<file path="src/ppt_pkg.sv">
`timescale 1ns / 1ps
// Shared constants, types and helper functions of the perspective point transform.
// No dependencies; every other file imports this package.
package ppt_pkg;

  localparam int COORD_W  = 16;
  localparam int CFG_W    = 17;
  localparam int CFG_AW   = 3;
  localparam int FOCAL    = 400;

  // Q16 sine/cosine, range -1.0 .. +1.0
  localparam int TRIG_W   = 18;
  localparam int PAIR_W   = 2 * TRIG_W;
  localparam int E_W      = PAIR_W + TRIG_W;
  localparam int M_W      = 23;

  localparam int V_W      = 21;
  localparam int P_W      = M_W + V_W - 2 + 2;
  localparam int R_W      = P_W + 2;
  localparam int N_W      = R_W + 9;
  localparam int D_W      = R_W;
  localparam int DSH_W    = D_W + COORD_W - 1;

  localparam int Q30_W    = 31;
  localparam int X2_W     = 32;
  localparam int TH_W     = 31;
  localparam int T_W      = 15;
  localparam int RCP_W    = 33;
  localparam int RSH_W    = 6;
  localparam int STEPS    = 5;

  localparam int FULL_TURN    = 92160;
  localparam int QUARTER_TURN = 23040;
  localparam int RAD_PER_UNIT = 73204;

  typedef enum logic [CFG_AW-1:0] {
    REG_ANGLE_X = 3'd0,
    REG_ANGLE_Y = 3'd1,
    REG_ANGLE_Z = 3'd2,
    REG_SHIFT_X = 3'd3,
    REG_SHIFT_Y = 3'd4
  } cfg_reg_t;

  typedef struct packed {
    logic signed [CFG_W-1:0] ax;
    logic signed [CFG_W-1:0] ay;
    logic signed [CFG_W-1:0] az;
  } angles_t;

  typedef struct packed {
    logic signed [TRIG_W-1:0] sx;
    logic signed [TRIG_W-1:0] cx;
    logic signed [TRIG_W-1:0] sy;
    logic signed [TRIG_W-1:0] cy;
    logic signed [TRIG_W-1:0] sz;
    logic signed [TRIG_W-1:0] cz;
  } trig_t;

  typedef logic signed [M_W-1:0] mat_t [0:8];

  typedef struct packed {
    logic [N_W-1:0]     rem_x;
    logic [N_W-1:0]     rem_y;
    logic [DSH_W-1:0]   dsh;
    logic [COORD_W-1:0] q_x;
    logic [COORD_W-1:0] q_y;
    logic               neg_x;
    logic               neg_y;
    logic               ovf_x;
    logic               ovf_y;
    logic               fault;
  } div_bus_t;

  typedef struct packed {
    logic [RCP_W-1:0] m;
    logic [RSH_W-1:0] sh;
  } rcp_t;

  // Reciprocal of each series divisor k: floor(n / k) = (n * m) >> sh for any 32-bit n,
  // with sh = 32 + ceil(log2 k) and m = ceil(2^sh / k). Sine pass first, cosine second.
  function automatic rcp_t horner_rcp(input logic cos_pass, input logic [2:0] step);
    rcp_t r;
    case ({cos_pass, step})
      4'b0000: begin r.m = 33'd4997780127; r.sh = 6'd39; end  // 110
      4'b0001: begin r.m = 33'd7635497416; r.sh = 6'd39; end  // 72
      4'b0010: begin r.m = 33'd6544712071; r.sh = 6'd38; end  // 42
      4'b0011: begin r.m = 33'd6871947674; r.sh = 6'd37; end  // 20
      4'b0100: begin r.m = 33'd5726623062; r.sh = 6'd35; end  // 6
      4'b1000: begin r.m = 33'd6108397933; r.sh = 6'd39; end  // 90
      4'b1001: begin r.m = 33'd4908534053; r.sh = 6'd38; end  // 56
      4'b1010: begin r.m = 33'd4581298450; r.sh = 6'd37; end  // 30
      4'b1011: begin r.m = 33'd5726623062; r.sh = 6'd36; end  // 12
      4'b1100: begin r.m = 33'd4294967296; r.sh = 6'd33; end  // 2
      default: begin r.m = 33'd4294967296; r.sh = 6'd32; end
    endcase
    return r;
  endfunction

  // Q30 to Q16 with rounding, capped at 1.0
  function automatic logic [16:0] q30_to_q16(input logic [Q30_W-1:0] v);
    logic [Q30_W:0] s;
    s = {1'b0, v} + (Q30_W + 1)'(8192);
    if (s[Q30_W:14] > 18'd65536) return 17'h10000;
    return s[30:14];
  endfunction

endpackage

</file>
<file path="src/ppt_div_cell.sv">
`timescale 1ns / 1ps
// One cell of the divider chain: one quotient bit of both coordinates, then hand on.
// Depends on ppt_pkg.
module ppt_div_cell (
  input  logic              clk,
  input  logic              rst_n,
  input  logic              up_vld_i,
  output logic              up_rdy_o,
  input  ppt_pkg::div_bus_t up_i,
  output logic              dn_vld_o,
  input  logic              dn_rdy_i,
  output ppt_pkg::div_bus_t dn_o
);
  import ppt_pkg::*;

  logic vld_r;
  div_bus_t bus_r, bus_nxt;
  logic ge_x, ge_y;

  assign up_rdy_o = !vld_r || dn_rdy_i;

  always_comb begin
    ge_x = DSH_W'(up_i.rem_x) >= up_i.dsh;
    ge_y = DSH_W'(up_i.rem_y) >= up_i.dsh;
    bus_nxt = up_i;
    bus_nxt.rem_x = ge_x ? up_i.rem_x - up_i.dsh[N_W-1:0] : up_i.rem_x;
    bus_nxt.rem_y = ge_y ? up_i.rem_y - up_i.dsh[N_W-1:0] : up_i.rem_y;
    bus_nxt.q_x = {up_i.q_x[COORD_W-2:0], ge_x};
    bus_nxt.q_y = {up_i.q_y[COORD_W-2:0], ge_y};
    bus_nxt.dsh = up_i.dsh >> 1;
  end

  always_ff @(posedge clk) begin
    if (!rst_n) vld_r <= 1'b0;
    else if (up_rdy_o) vld_r <= up_vld_i;
  end

  always_ff @(posedge clk) begin
    if (up_rdy_o) bus_r <= bus_nxt;
  end

  assign dn_vld_o = vld_r;
  assign dn_o     = bus_r;

endmodule
</file>
<file path="config.mk">
export PLATFORM = sky130hd
export DESIGN_NAME = ppt_div_cell
export DESIGN_NICKNAME = d
export VERILOG_FILES = /design/src/ppt_pkg.sv /design/src/ppt_div_cell.sv
export SDC_FILE = /design/constraint.sdc
export NUM_CORES = 1
export LEC_CHECK = 0
export ABC_CLOCK_PERIOD_IN_PS = 6300
export BUFFER_PORTS_ARGS = -buffer_cell sky130_fd_sc_hd__buf_2
export CAP_MARGIN = 20
export CORE_UTILIZATION = 45
export CTS_BUF_LIST = sky130_fd_sc_hd__clkbuf_8
export DETAILED_ROUTE_END_ITERATION = 7
export PLACE_DENSITY_LB_ADDON = 0.3
export SLEW_MARGIN = 20
export SYNTH_ARGS = -nofsm -noshare
export SYNTH_HDL_FRONTEND = slang
export SYNTH_SLANG_ARGS = --single-unit
</file>
<file path="constraint.sdc">
create_clock -name clk -period 6.3 [get_ports clk]
set_input_delay 0.315 -clock clk [delete_from_list [all_inputs] [get_ports clk]]
set_output_delay 0.315 -clock clk [all_outputs]
set_load 0.005 [all_outputs]
</file>
After elaboration in Yosys (flattened, before gate mapping):

Index checks and enable logic that the tools add are counted.

* word-level logic and storage cells: 19
* output and inout port bits: 210
* register bits: 208
* bits of input ports: 212

* $add $sub $neg: 2
* $lt $le $gt $ge: 2
* muxes and demuxes: 2
* reduce and logical (&&, ||, !) cells: 2

Operators with widths (number)
* 55-bit by 61-bit greater-or-equal comparator with 1-bit output: 2
* 55-bit two-way mux: 2
* 55-bit subtractor: 2
* 1-bit logical NOT: 1
* 1-bit logical OR: 1

Longest topological paths before layout:

Gate-level depths: netlist (run 1).

* word-level depth: 2
* gate-level depth with buffers: 14
* depth with buffers taken out: 13

Least setup slack after synthesis (run 1):

No wires, ideal clock.

* path type: input to register
* from: in dn_rdy_i
* to: reg vld_r, in the netlist dn_vld_o
* cell stages on the path: 2
* slack: 0.105 ns
* data required time: 5.917 ns
* arrival: 5.813 ns
* path through: nand2b_1 a21boi_0

* word-level cells in the longest chain between the ends: 1

RTL lines
* start: declaration: RTL line ppt_div_cell.sv:11 `input logic dn_rdy_i,`
* 1-bit logical OR: RTL line ppt_div_cell.sv:20 `assign up_rdy_o = !vld_r || dn_rdy_i;`
* end signal: assignment: RTL line ppt_div_cell.sv:35 `else if (up_rdy_o) vld_r <= up_vld_i;`
* end: declaration: RTL line ppt_div_cell.sv:16 `logic vld_r;`

No other way between the ends.
A chain may end at the register's enable or synchronous reset.

==> summary.md, run 1 <==
| Metric | Value |
|---|---|
| Setup ws final | `~1.6 ns` |
| Final-report hold violation count | `0` |
| WL/cell | `between 15 and 20 um` |
| Synth warnings | `0` |
| RSZ-0062 raised after global routing | `false` |
| Vias | `13300` |
| CTS clock-pin slew for the worst setup and hold paths | `about 0.05 ns` |
| Metal3 WL | `3230 um` |
| DRT iter0 DRCs | `930` |
| Post-Syn Nets | `around 1800` |
| Pwr Total | `4.02 mW` |
| GRT Util Overall | `roughly 27%` |
| Initial Util | `45.7%` |
| Pre-CTS setup slack | `around 1.7 ns` |
| Port Buffers | `~420` |
| Fillers | `2912` |
| Sink Count | `between 200 and 250` |
| R2r endpoint | `dn_o[90]$_DFFE_PP_` |
| WP data required | `~6.6 ns` |
| Grt total ovfl | `0` |
| H-tree depth | `2` |
| Hpwl dp | `~37000 um` |
| Core Rows | `66` |
| Io pins | `~420` |
| Hold Crit Start | `up_vld_i` |
| Crit Path Category | `in -> reg` |
| Post-CTS Setup Repair Bufs | `0` |
| Utilization after layout | `between 50 and 60%` |
| Static Leak | `between 8 and 9 nW` |
| Final Slew Violations | `0` |
| Clk root buf | `clkbuf_8` |
| DR WL met2 | `21800 um` |
| Fraction of registers with async set/reset | `0%` |
| P per Cell Area | `between 200 and 250 nW/um2` |
| Clock Latency Late Sink | `~0.56 ns` |
| First-pass GRT wire length | `70000 um` |
| Yosys reg bits | `roughly 210` |
| Worst Tran Pin Value | `around 1.0 ns` |
| Total core area | `between 30000 and 40000 um2` |
| Share of cells above drive strength 1 | `between 20% and 30%` |
| Final cell count without fillers | `roughly 2400` |
| Pre-antenna DRT Iters | `6` |
| FMAX | `0.213 GHz` |
| Sequential share of the synthesized area | `between 40% and 50%` |
| Die width | `184 um` |
| Worst setup SP type | `primary input` |
| ANT nets after route | `0` |
| Setup TNS | `0 ns` |
| Top post-synthesis cells by area | `edfxtp_1 (42%), ha_1 (9.3%), mux2_4 (4.6%), a21oi_1 (4.5%), mux2_1 (3.9%)` |
| Vias in the first global route | `~13000` |
| Final setup fails | `0` |
| Total of max-cap violations | `0` |
| CTS tree | `yes` |
| Hold EP | `dn_vld_o$_SDFFE_PN0P_` |
| Initial antenna violation count | `12` |
| Fin crit period | `4.70 ns` |
| Die Y | `roughly 180 um` |
| Post-Route M1 WL | `a little over 20000 um` |
| Synth top area share | `roughly two fifths` |
| Final Wtd Congestion | `between 0.8 and 0.9` |
| Largest net degree at the start of global routing | `roughly 110` |
| Syn Inst Count | `1430` |
| Worst hold path depth | `3` |
| Clk_skew | `~0.04 ns` |
| Hold Path Class | `in -> reg` |
| Sw Ratio | `a little under a third` |
| Reg2Reg Setup Slack | `~4.3 ns` |
| Placed Instances | `between 2000 and 2500` |
| Commonest non-fill, non-tap cells in the layout | `buf_2 (418), edfxtp_1 (207), a21oi_1 (134), ha_1 (110), inv_1 (106)` |
| Yosys cell types | `82` |
| Number of synthesized flops with an enable pin | `207` |
| Arrival @ worst endpoint | `a little under 5 ns` |
| Status | `completed` |
| Die area | `approximately 34000 um2` |
| CTS Buffer Depth | `3` |
| Total CTS buffers | `38` |
| Final #Nets | `2253` |
| Commonest non-fill, non-tap cell in the layout | `buf_2` |
| Reg2reg path depth | `2` |
| Yosys top cell by area | `edfxtp_1` |
| Psw | `between 1 and 1.5 mW` |
| Max Used Layer | `met5` |
| Int Pwr | `between 2 and 3 mW` |
| Area grow syn2layout | `27.6%` |
| Crit Path Max Fanout | `21` |
| Residual DRC | `0` |
| Comb pwr share | `approximately 28%` |
| Post-route clock period utilization | `between 70% and 80%` |
| Routed wire length | `roughly 47000 um` |
| Most used DFF post-synth | `edfxtp_1` |
| Worst r2r src | `dn_vld_o$_SDFFE_PN0P_` |
| Clk pwr share | `31.1%` |
| Syn Area/Cell | `between 10 and 15 um2` |
| Worst vdd ir | `roughly 0.14 mV` |
| Worst slew margin | `a little under a third` |
| Vias per Instance | `between 5 and 6` |
| Setup crit end kind | `register` |
| Reg power frac | `~41%` |
| Cell Area, Synth | `between 10000 and 15000 um2` |
-- kinds of logic (layout without fill, tap and decap cells) --
family | count (synthesis) | in the layout | share of synthesized area [%]
compound gates | 420 | 420 | 18.5
buf+inv | 156 | 680 | 4.42
simple gates | 333 | 333 | 10.9
flops | 208 | 208 | 42.0
fa+ha+maj | 112 | 112 | 9.53
mux | 106 | 106 | 9.14
other cells | 1 | 9 | 0.0252
xor+xnor | 94 | 94 | 5.54
-- power by group through the flow --
stage | Sequential [mW] | Combinational (mW) | Clock [mW]
2_1_floorplan | 1.71 | 0.666 | 0
3_3_place_gp | 1.69 | 1.03 | 0
3_5_place_dp | 1.69 | 1.04 | 0
4_1_cts | 1.66 | 1.10 | 1.29
5_1_grt | 1.67 | 1.21 | 1.34
6_report | 1.66 | 1.11 | 1.25
-- sequential cells by signal, indices dropped and copies added (netlist names) --
name / flops
dn_o: 207
dn_vld_o: 1
-- metrics by stage --
step / cell area [um2] / hold WS, ns
after floorplan: 14900 / 0.414
after detailed placement: 17300 / 0.493
final: 19000 / 0.0353
after CTS: 18900 / 0.000821
after global routing: 19000 / 0.0183
after global placement: 17300 / 0.491
-- worst max-delay path by stage --
stage	start	to	slack, ns	cells past startpoint
finish	up_i[45]	dn_o[177]$_DFFE_PP_	1.60	15
global route	up_i[45]	dn_o[177]$_DFFE_PP_	1.38	15
CTS	up_i[69]	dn_o[177]$_DFFE_PP_	1.70	15
detailed placement	up_i[69]	dn_o[157]$_DFFE_PP_	1.67	14
global placement	up_i[45]	dn_o[104]$_DFFE_PP_	1.70	14
floorplan	dn_rdy_i	dn_vld_o$_SDFFE_PN0P_	0.10	2
-- synthesized netlist by cell type (27+ instances only) --
cell type	number
nor2_1	69
ha_1	110
edfxtp_1	207
nand2_1	101
o21ai_0	41
nand3_1	35
a21oi_1	134
a21o_1	70
inv_1	93
mux2_1	51
xnor2_1	62
mux2_4	46
o21ai_1	27
nand4_1	31
clkbuf_1	42
xor2_1	32
-- critical path, stage by stage --
cell and delay (ns):
dlygate4sd3_1 0.54, buf_2 0.11, inv_1 0.06, ha_1 0.39, a21oi_1 0.09, o21ai_1 0.45
nor3_1 0.15, a21oi_1 0.38, o211ai_1 0.28, a21oi_1 0.38, o2111ai_4 0.25, and2_4 0.26
inv_2 0.50, buf_4 0.43, mux2_4 0.34
-- final cells by class --
type / count / area [um2] / area share (%)
Antenna cell: 8 / 20.0 / 0.106
Clock inverter: 25 / 155 / 0.818
Inverter: 96 / 360 / 1.90
Timing Repair Buffer: 519 / 3110 / 16.4
Clock buffer: 40 / 551 / 2.90
Sequential cell: 208 / 6240 / 32.9
Multi-Input combinational cell: 1066 / 7970 / 42.1
Tap cell: 442 / 553 / 2.92
-- routing by layer --
layer,track usage [%],vias to the layer above
met5,0,-
met4,8.33,10
met3,5.07,83
met2,44.3,537
met1,35.8,6247
li1,-,6377
-- what timing repair did --
| action | CTS | global route |
|---|---|---|
| hold buffers | 95 | 0 |
| endpoints found under the hold margin | 95 | 0 |
| resized for setup | 0 | 0 |
No activity file was read; power rests on OpenSTA's default activity.
==> run 2: changes to the inputs <==
- ABC_CLOCK_PERIOD_IN_PS: 6300 -> 4400
- clock period: 6.3 -> 4.4 ns (I/O delays scaled with it)
==> run 2 against run 1 <==
Cell count rose by 5.0%. Total power up 50%. Clock power grew 57%. Worst setup slack got worse by 1.1 ns. Wire length is 6.1% higher. Design area up 6.7%. Die area stayed put. Critical path type unchanged. Critical endpoint unchanged. Largest cell class unchanged. Largest power group unchanged.
==> summary.md, run 2 (synthesis results as in run 1) <==
| Metric | Value |
|---|---|
| Status | `completed` |
| Worst setup SP type | `primary input` |
| Final Wtd Congestion | `0.908 (+2.0%)` |
| Vias | `13900 (+4.8%)` |
| Clk root buf | `clkbuf_8` |
| Die area | `33800 um2 (unchanged)` |
| Crit Path Category | `in -> reg` |
| Port Buffers | `418 (unchanged)` |
| Pwr Total | `6.04 mW (+50%)` |
| Final-report hold violation count | `0 (unchanged)` |
| WL/cell | `19.7 um (+1.1%)` |
| Crit-path max cell delay | `0.53 ns (about the same)` |
| FMAX | `~0.26 GHz` |
| Hold Path Class | `in -> reg` |
| Post-route clock period utilization | `approximately 88%` |
| CTS Buffer Depth | `3 (unchanged)` |
| Arrival @ worst endpoint | `4.20 ns (-0.77 ns)` |
| Die width | `184 um (unchanged)` |
| Crit Path Max Fanout | `26 (+24%)` |
| Io pins | `422 (unchanged)` |
| Sink Count | `208 (unchanged)` |
| Hpwl dp | `36500 um (about the same)` |
| Clk_skew | `0.0304 ns (-0.00851 ns)` |
| RSZ-0062 raised after global routing | `false` |
| GRT Util Overall | `28.5% (+1.5 points)` |
| First-pass GRT wire length | `73400 um (+4.9%)` |
| CTS tree | `yes` |
| Worst vdd ir | `0.190 mV (+33%)` |
| Worst slew margin | `41.5% (+10 points)` |
| Share of cells above drive strength 1 | `26.7% (-0.70 points)` |
| Vias per Instance | `5.50 (-0.17%)` |
| Resized cells post-CTS | `0 (unchanged)` |
| Commonest non-fill, non-tap cell in the layout | `buf_2` |
| CTS clock-pin slew for the worst setup and hold paths | `0.06 ns (about the same)` |
| Max reg flops | `207 (unchanged)` |
| Area grow syn2layout | `36.2%` |
| Final #Nets | `2375 (+5.4%)` |
| Fin crit period | `3.86 ns` |
| ANT nets after route | `0 (unchanged)` |
| Final Slew Violations | `0 (unchanged)` |
| Static Leak | `9.13 nW (+6.2%)` |
| Setup crit end kind | `register` |
| Grt total ovfl | `0 (unchanged)` |
| Die Y | `184 um (unchanged)` |
| Largest net degree at the start of global routing | `88 (-17%)` |
| WP data required | `4.74 ns (-1.83 ns)` |
| CTS Hold Bufs | `205 (+120%)` |
| Residual DRC | `0 (unchanged)` |
| Clock Latency Late Sink | `0.61 ns (+0.05 ns)` |
| Worst Tran Pin Value | `0.871 ns (-0.160 ns)` |
| Pre-antenna DRT Iters | `5 (-1)` |
| Total of max-cap violations | `0 (unchanged)` |
| CP max-delay cell | `dlygate4sd3_1` |
| Routed wire length | `49800 um (+6.1%)` |
| Final setup fails | `0 (unchanged)` |
| Total core area | `32500 um2 (unchanged)` |
| CP Cell Sequence | `dlygate4sd3_1, buf_2, inv_1, ha_1, nand3_1, nor2_1, nand4_1, nor4_1, o211ai_1, a21oi_1, o2111ai_4, and2_4, inv_2, buf_12, mux2_4` |
| Total CTS buffers | `40 (+5.3%)` |
| DRT iter0 DRCs | `924 (-0.65%)` |
| Post-CTS Setup Repair Bufs | `0 (unchanged)` |
| Vias in the first global route | `13600 (+6.0%)` |
| Commonest non-fill, non-tap cells in the layout | `buf_2 (418), edfxtp_1 (207), dlygate4sd3_1 (205), a21oi_1 (134), ha_1 (110)` |
| P per Cell Area | `298 nW/um2 (+41%)` |
| H-tree depth | `2 (unchanged)` |
| Core Rows | `66 (unchanged)` |
| Initial Util | `45.7% (unchanged)` |
| Setup TNS | `0 ns (unchanged)` |
| Initial antenna violation count | `1 (-11)` |
[run 2: layout make-up]
| class | count | area, um2 |
|---|---|---|
| diodes | 1 | 2.50 |
| clock buffers | 41 | 564 |
| clock inverters | 30 | 219 |
| fillers | 2699 | 12300 |
| inverters | 96 | 360 |
| multi-input cells | 1066 | 7970 |
| flip-flops and latches | 208 | 6240 |
| well taps | 442 | 553 |
| repair buffers | 639 | 4330 |
[run 2: power breakdown]
part	switching, mW	internal, mW
Clock	0.911	1.05
Combinational	0.920	0.775
Sequential	0.0418	2.34
Total	1.87	4.16
[run 2: final timing paths]
| path | startpoint | endpoint | slack, ns | cells after the start |
|---|---|---|---|---|
| worst max-delay path | up_i[69] | dn_o[177]$_DFFE_PP_ | 0.54 | 15 |
| worst min-delay path | up_i[205] | dn_o[205]$_DFFE_PP_ | 0.04 | 3 |
| worst max register to register | dn_vld_o$_SDFFE_PN0P_ | dn_o[38]$_DFFE_PP_ | 2.59 | 2 |
| worst min register to register | dn_vld_o$_SDFFE_PN0P_ | dn_o[94]$_DFFE_PP_ | 1.12 | 1 |
[run 2: critical path: cells and delay by family]
kind | cells | cell delay [ns]
compound gates | 3 | 0.92
simple gates | 5 | 1.18
mux | 1 | 0.33
buf+inv | 5 | 1.08
fa+ha+maj | 1 | 0.46
[run 2: per-layer routing]
| metal | GRT usage [%] | vias up | wire length (um) |
|---|---|---|---|
| met5 | 0 | - | 0 |
| met2 | 46.9 | 594 | 23200 |
| li1 | - | 6615 | - |
| met4 | 11.9 | 0 | 1910 |
| met1 | 36.1 | 6572 | 21000 |
| met3 | 6.22 | 106 | 3630 |
[run 2: through the flow]
step           instance area [um2]  setup WS (ns)  util, %  std cells  hold WS [ns]
3_3_place_gp                 17400          0.569     53.5       2246         0.397
4_1_cts                      20200          0.638     62.2       2522       0.00303
2_1_floorplan                14900          0.939        -       1430         0.319
3_5_place_dp                 17400          0.545     53.5       2246         0.398
5_1_grt                      20200          0.355     62.2       2523        0.0387
6_report                     20200          0.541     62.2       2523        0.0419
==> run 3: changes to the inputs <==
--- a/config.mk
+++ b/config.mk
@@ -13,3 +13,5 @@
 export DETAILED_ROUTE_END_ITERATION = 7
+export HOLD_SLACK_MARGIN = 0.02
 export PLACE_DENSITY_LB_ADDON = 0.3
+export SETUP_SLACK_MARGIN = 0.15
 export SLEW_MARGIN = 20
==> constraint.sdc (replaced) <==
create_clock -name clk -period 4.4 [get_ports clk]
set_input_delay 0.88 -clock clk [delete_from_list [all_inputs] [get_ports clk]]
set_output_delay 0.88 -clock clk [all_outputs]
set_load 0.005 [all_outputs]
==> run 3 against run 2 <==
Maximum frequency rose by 3.2%. Critical path type unchanged. First-iteration DRC count shrank 17%. Clock-buffer cell count unchanged. Sequential cell count unchanged. Register-to-register slack worse by 0.12 ns. Wire length decreased by 6.3%. Utilization is 5.7 points lower. Total power down 5.0%. Largest power group unchanged.
==> summary.md, run 3 (synthesis results as in run 1) <==
| Metric | Value |
|---|---|
| Worst Tran Pin Value | `0.795 ns (-0.0758 ns)` |
| Vias | `13000 (-6.1%)` |
| Sink Count | `208 (unchanged)` |
| Total of max-cap violations | `0 (unchanged)` |
| Final Slew Violations | `0 (unchanged)` |
| Die area | `33800 um2 (unchanged)` |
| Final #Nets | `2207 (-7.1%)` |
| WL/cell | `19.8 um (+0.25%)` |
| Routed wire length | `46600 um (-6.3%)` |
| Hold Crit Start | `up_i[9]` |
| Die width | `184 um (unchanged)` |
| Reg2reg path depth | `2 (unchanged)` |
| Commonest non-fill, non-tap cells in the layout | `buf_2 (418), edfxtp_1 (207), a21oi_1 (134), ha_1 (110), inv_1 (102)` |
| Largest net degree at the start of global routing | `116 (+32%)` |
| Met1 usage | `35.2% (-0.90 points)` |
| Commonest non-fill, non-tap cell in the layout | `buf_2` |
| Worst vdd ir | `0.222 mV (+17%)` |
| GRT Util Overall | `26.8% (-1.7 points)` |
| Vias per Instance | `5.53 (+0.51%)` |
| Core Rows | `66 (unchanged)` |
| CTS Hold Bufs | `0 (-100%)` |
| Setup crit end kind | `register` |
| WP data required | `4.68 ns (-0.06 ns)` |
| Clk root buf | `clkbuf_8` |
| Met3 GRT Util | `5.55% (-0.67 points)` |
| Psw | `1.79 mW (-4.6%)` |
| FMAX | `0.267 GHz (+3.2%)` |
| Initial antenna violation count | `7 (+6)` |
| Crit Path Category | `in -> reg` |
| Port Buffers | `418 (unchanged)` |
| Reg power frac | `41.5% (+2.1 points)` |
| Initial Util | `45.7% (unchanged)` |
| Status | `completed` |
| Vias in the first global route | `12600 (-7.3%)` |
| Max reg flops | `207 (unchanged)` |
| Post-CTS Setup Repair Bufs | `0 (unchanged)` |
| Pre-antenna DRT Iters | `5 (unchanged)` |
| H-tree depth | `2 (unchanged)` |
| Static Leak | `8.43 nW (-7.7%)` |
| Fin Hold WS | `0.507 ns (+0.465 ns)` |
| Die Y | `184 um (unchanged)` |
| Worst r2r src | `dn_vld_o$_SDFFE_PN0P_` |
| Worst hold path depth | `1 (-2)` |
| Fin crit period | `3.74 ns (-0.118 ns)` |
| Resized cells post-CTS | `0 (unchanged)` |
| Clk_skew | `0.0157 ns (-0.0147 ns)` |
| P per Cell Area | `312 nW/um2 (+4.5%)` |
| Arrival @ worst endpoint | `4.02 ns (-0.18 ns)` |
| Hpwl dp | `37500 um (+2.7%)` |
| Share of cells above drive strength 1 | `30.7% (+4.0 points)` |
| CTS clock-pin slew for the worst setup and hold paths | `0.06 ns (about the same)` |
| Clk pwr share | `31.1% (-1.4 points)` |
| Int Pwr | `3.95 mW (-5.3%)` |
| Fillers | `2994 (+11%)` |
| CTS tree | `yes` |
| Total CTS buffers | `39 (-2.5%)` |
| Post-route clock period utilization | `85.0% (-2.7 points)` |
| Utilization after layout | `56.5% (-5.7 points)` |
| CTS Buffer Depth | `3 (unchanged)` |
| Worst setup SP type | `primary input` |
| Met2 usage | `44.4% (-2.5 points)` |
| Residual DRC | `0 (unchanged)` |
| Sw Ratio | `31.2% (+0.16 points)` |
| DRT iter0 DRCs | `765 (-17%)` |
| Worst slew margin | `46.5% (+4.9 points)` |
| Comb pwr share | `27.4% (-0.7 points)` |
| Crit path launch | `up_i[38]` |
| Total core area | `32500 um2 (unchanged)` |
| Grt total ovfl | `0 (unchanged)` |
| Area grow syn2layout | `23.7%` |
| Reg2Reg Setup Slack | `2.47 ns (-0.12 ns)` |
| Clock Latency Late Sink | `0.54 ns (-0.07 ns)` |
| ANT nets after route | `0 (unchanged)` |
| Hold Path Class | `in -> reg` |
| Io pins | `422 (unchanged)` |
| Final setup fails | `0 (unchanged)` |
| Hold EP | `dn_o[10]$_DFFE_PP_` |
| R2r endpoint | `dn_o[58]$_DFFE_PP_` |
| Setup TNS | `0 ns (unchanged)` |
| Final-report hold violation count | `0 (unchanged)` |
| First-pass GRT wire length | `69300 um (-5.6%)` |
| Top Usage Layer GRT | `met2` |
| RSZ-0062 raised after global routing | `false` |
| Crit Path Max Fanout | `35 (+35%)` |
| Final Wtd Congestion | `0.947 (+4.3%)` |
==> run 3: cell types whose count changed in the layout (fill, tap and decap cells not counted), moves of 2 or more <==
cell           before  now
buf_12              5    3
buf_4              11   51
bufinv_16           3    1
clkinv_2            9    6
diode_2             1    5
dlygate4sd3_1     205    0
inv_1              99  102
==> run 3: cell type report <==
| type | count | area [um2] | area share [%] |
|---|---|---|---|
| flip-flops and latches | 208 | 6240 | 33.9 |
| diodes | 5 | 12.5 | 0.0681 |
| repair buffers | 472 | 2530 | 13.8 |
| clock buffers | 41 | 564 | 3.07 |
| multi-input cells | 1066 | 7970 | 43.4 |
| clock inverters | 28 | 151 | 0.823 |
| inverters | 96 | 360 | 1.96 |
| well taps | 442 | 553 | 3.01 |
==> run 3: worst max-delay path by stage <==
stage	cells past startpoint	endpoint	slack (ns)
6_report	15	dn_o[116]$_DFFE_PP_	0.66
5_1_grt	14	dn_o[187]$_DFFE_PP_	0.52
4_1_cts	15	dn_o[128]$_DFFE_PP_	0.67
3_5_place_dp	15	dn_o[113]$_DFFE_PP_	0.13
3_3_place_gp	15	dn_o[108]$_DFFE_PP_	0.15
2_1_floorplan	13	dn_o[154]$_DFFE_PP_	0.61
==> run 3: critical path, stage by stage <==
cell	delay, ns
buf_2	0.09
inv_1	0.10
ha_1	0.31
nor2b_1	0.17
o31ai_1	0.09
buf_4	0.16
a211oi_1	0.29
o22ai_1	0.21
o31ai_2	0.46
a31o_1	0.26
o21ai_2	0.08
o21a_2	0.23
inv_2	0.08
buf_12	0.21
mux2_1	0.35
==> run 3: layer usage <==
layer	share of wire, %	routed length, um
met5	0.092	43
met4	2.2	1020
met3	7.4	3450
met2	47	21700
met1	44	20400
==> run 3: through the flow <==
| step | instance area (um2) | instances | setup slack, ns | power (mW) |
|---|---|---|---|---|
| after floorplan | 14900 | 1430 | 0.611 | 3.39 |
| after global placement | 17700 | 2284 | 0.150 | 3.95 |
| after detailed placement | 17700 | 2284 | 0.125 | 3.97 |
| after CTS | 18400 | 2353 | 0.669 | 5.77 |
| after global routing | 18400 | 2355 | 0.516 | 6.02 |
| final | 18400 | 2358 | 0.659 | 5.73 |
==> run 3: power by group through the flow <==
stage | clock [mW] | sequential [mW] | combinational (mW)
2_1_floorplan | 0 | 2.44 | 0.955
3_3_place_gp | 0 | 2.42 | 1.53
3_5_place_dp | 0 | 2.42 | 1.55
4_1_cts | 1.83 | 2.38 | 1.56
5_1_grt | 1.90 | 2.39 | 1.72
6_report | 1.78 | 2.38 | 1.57
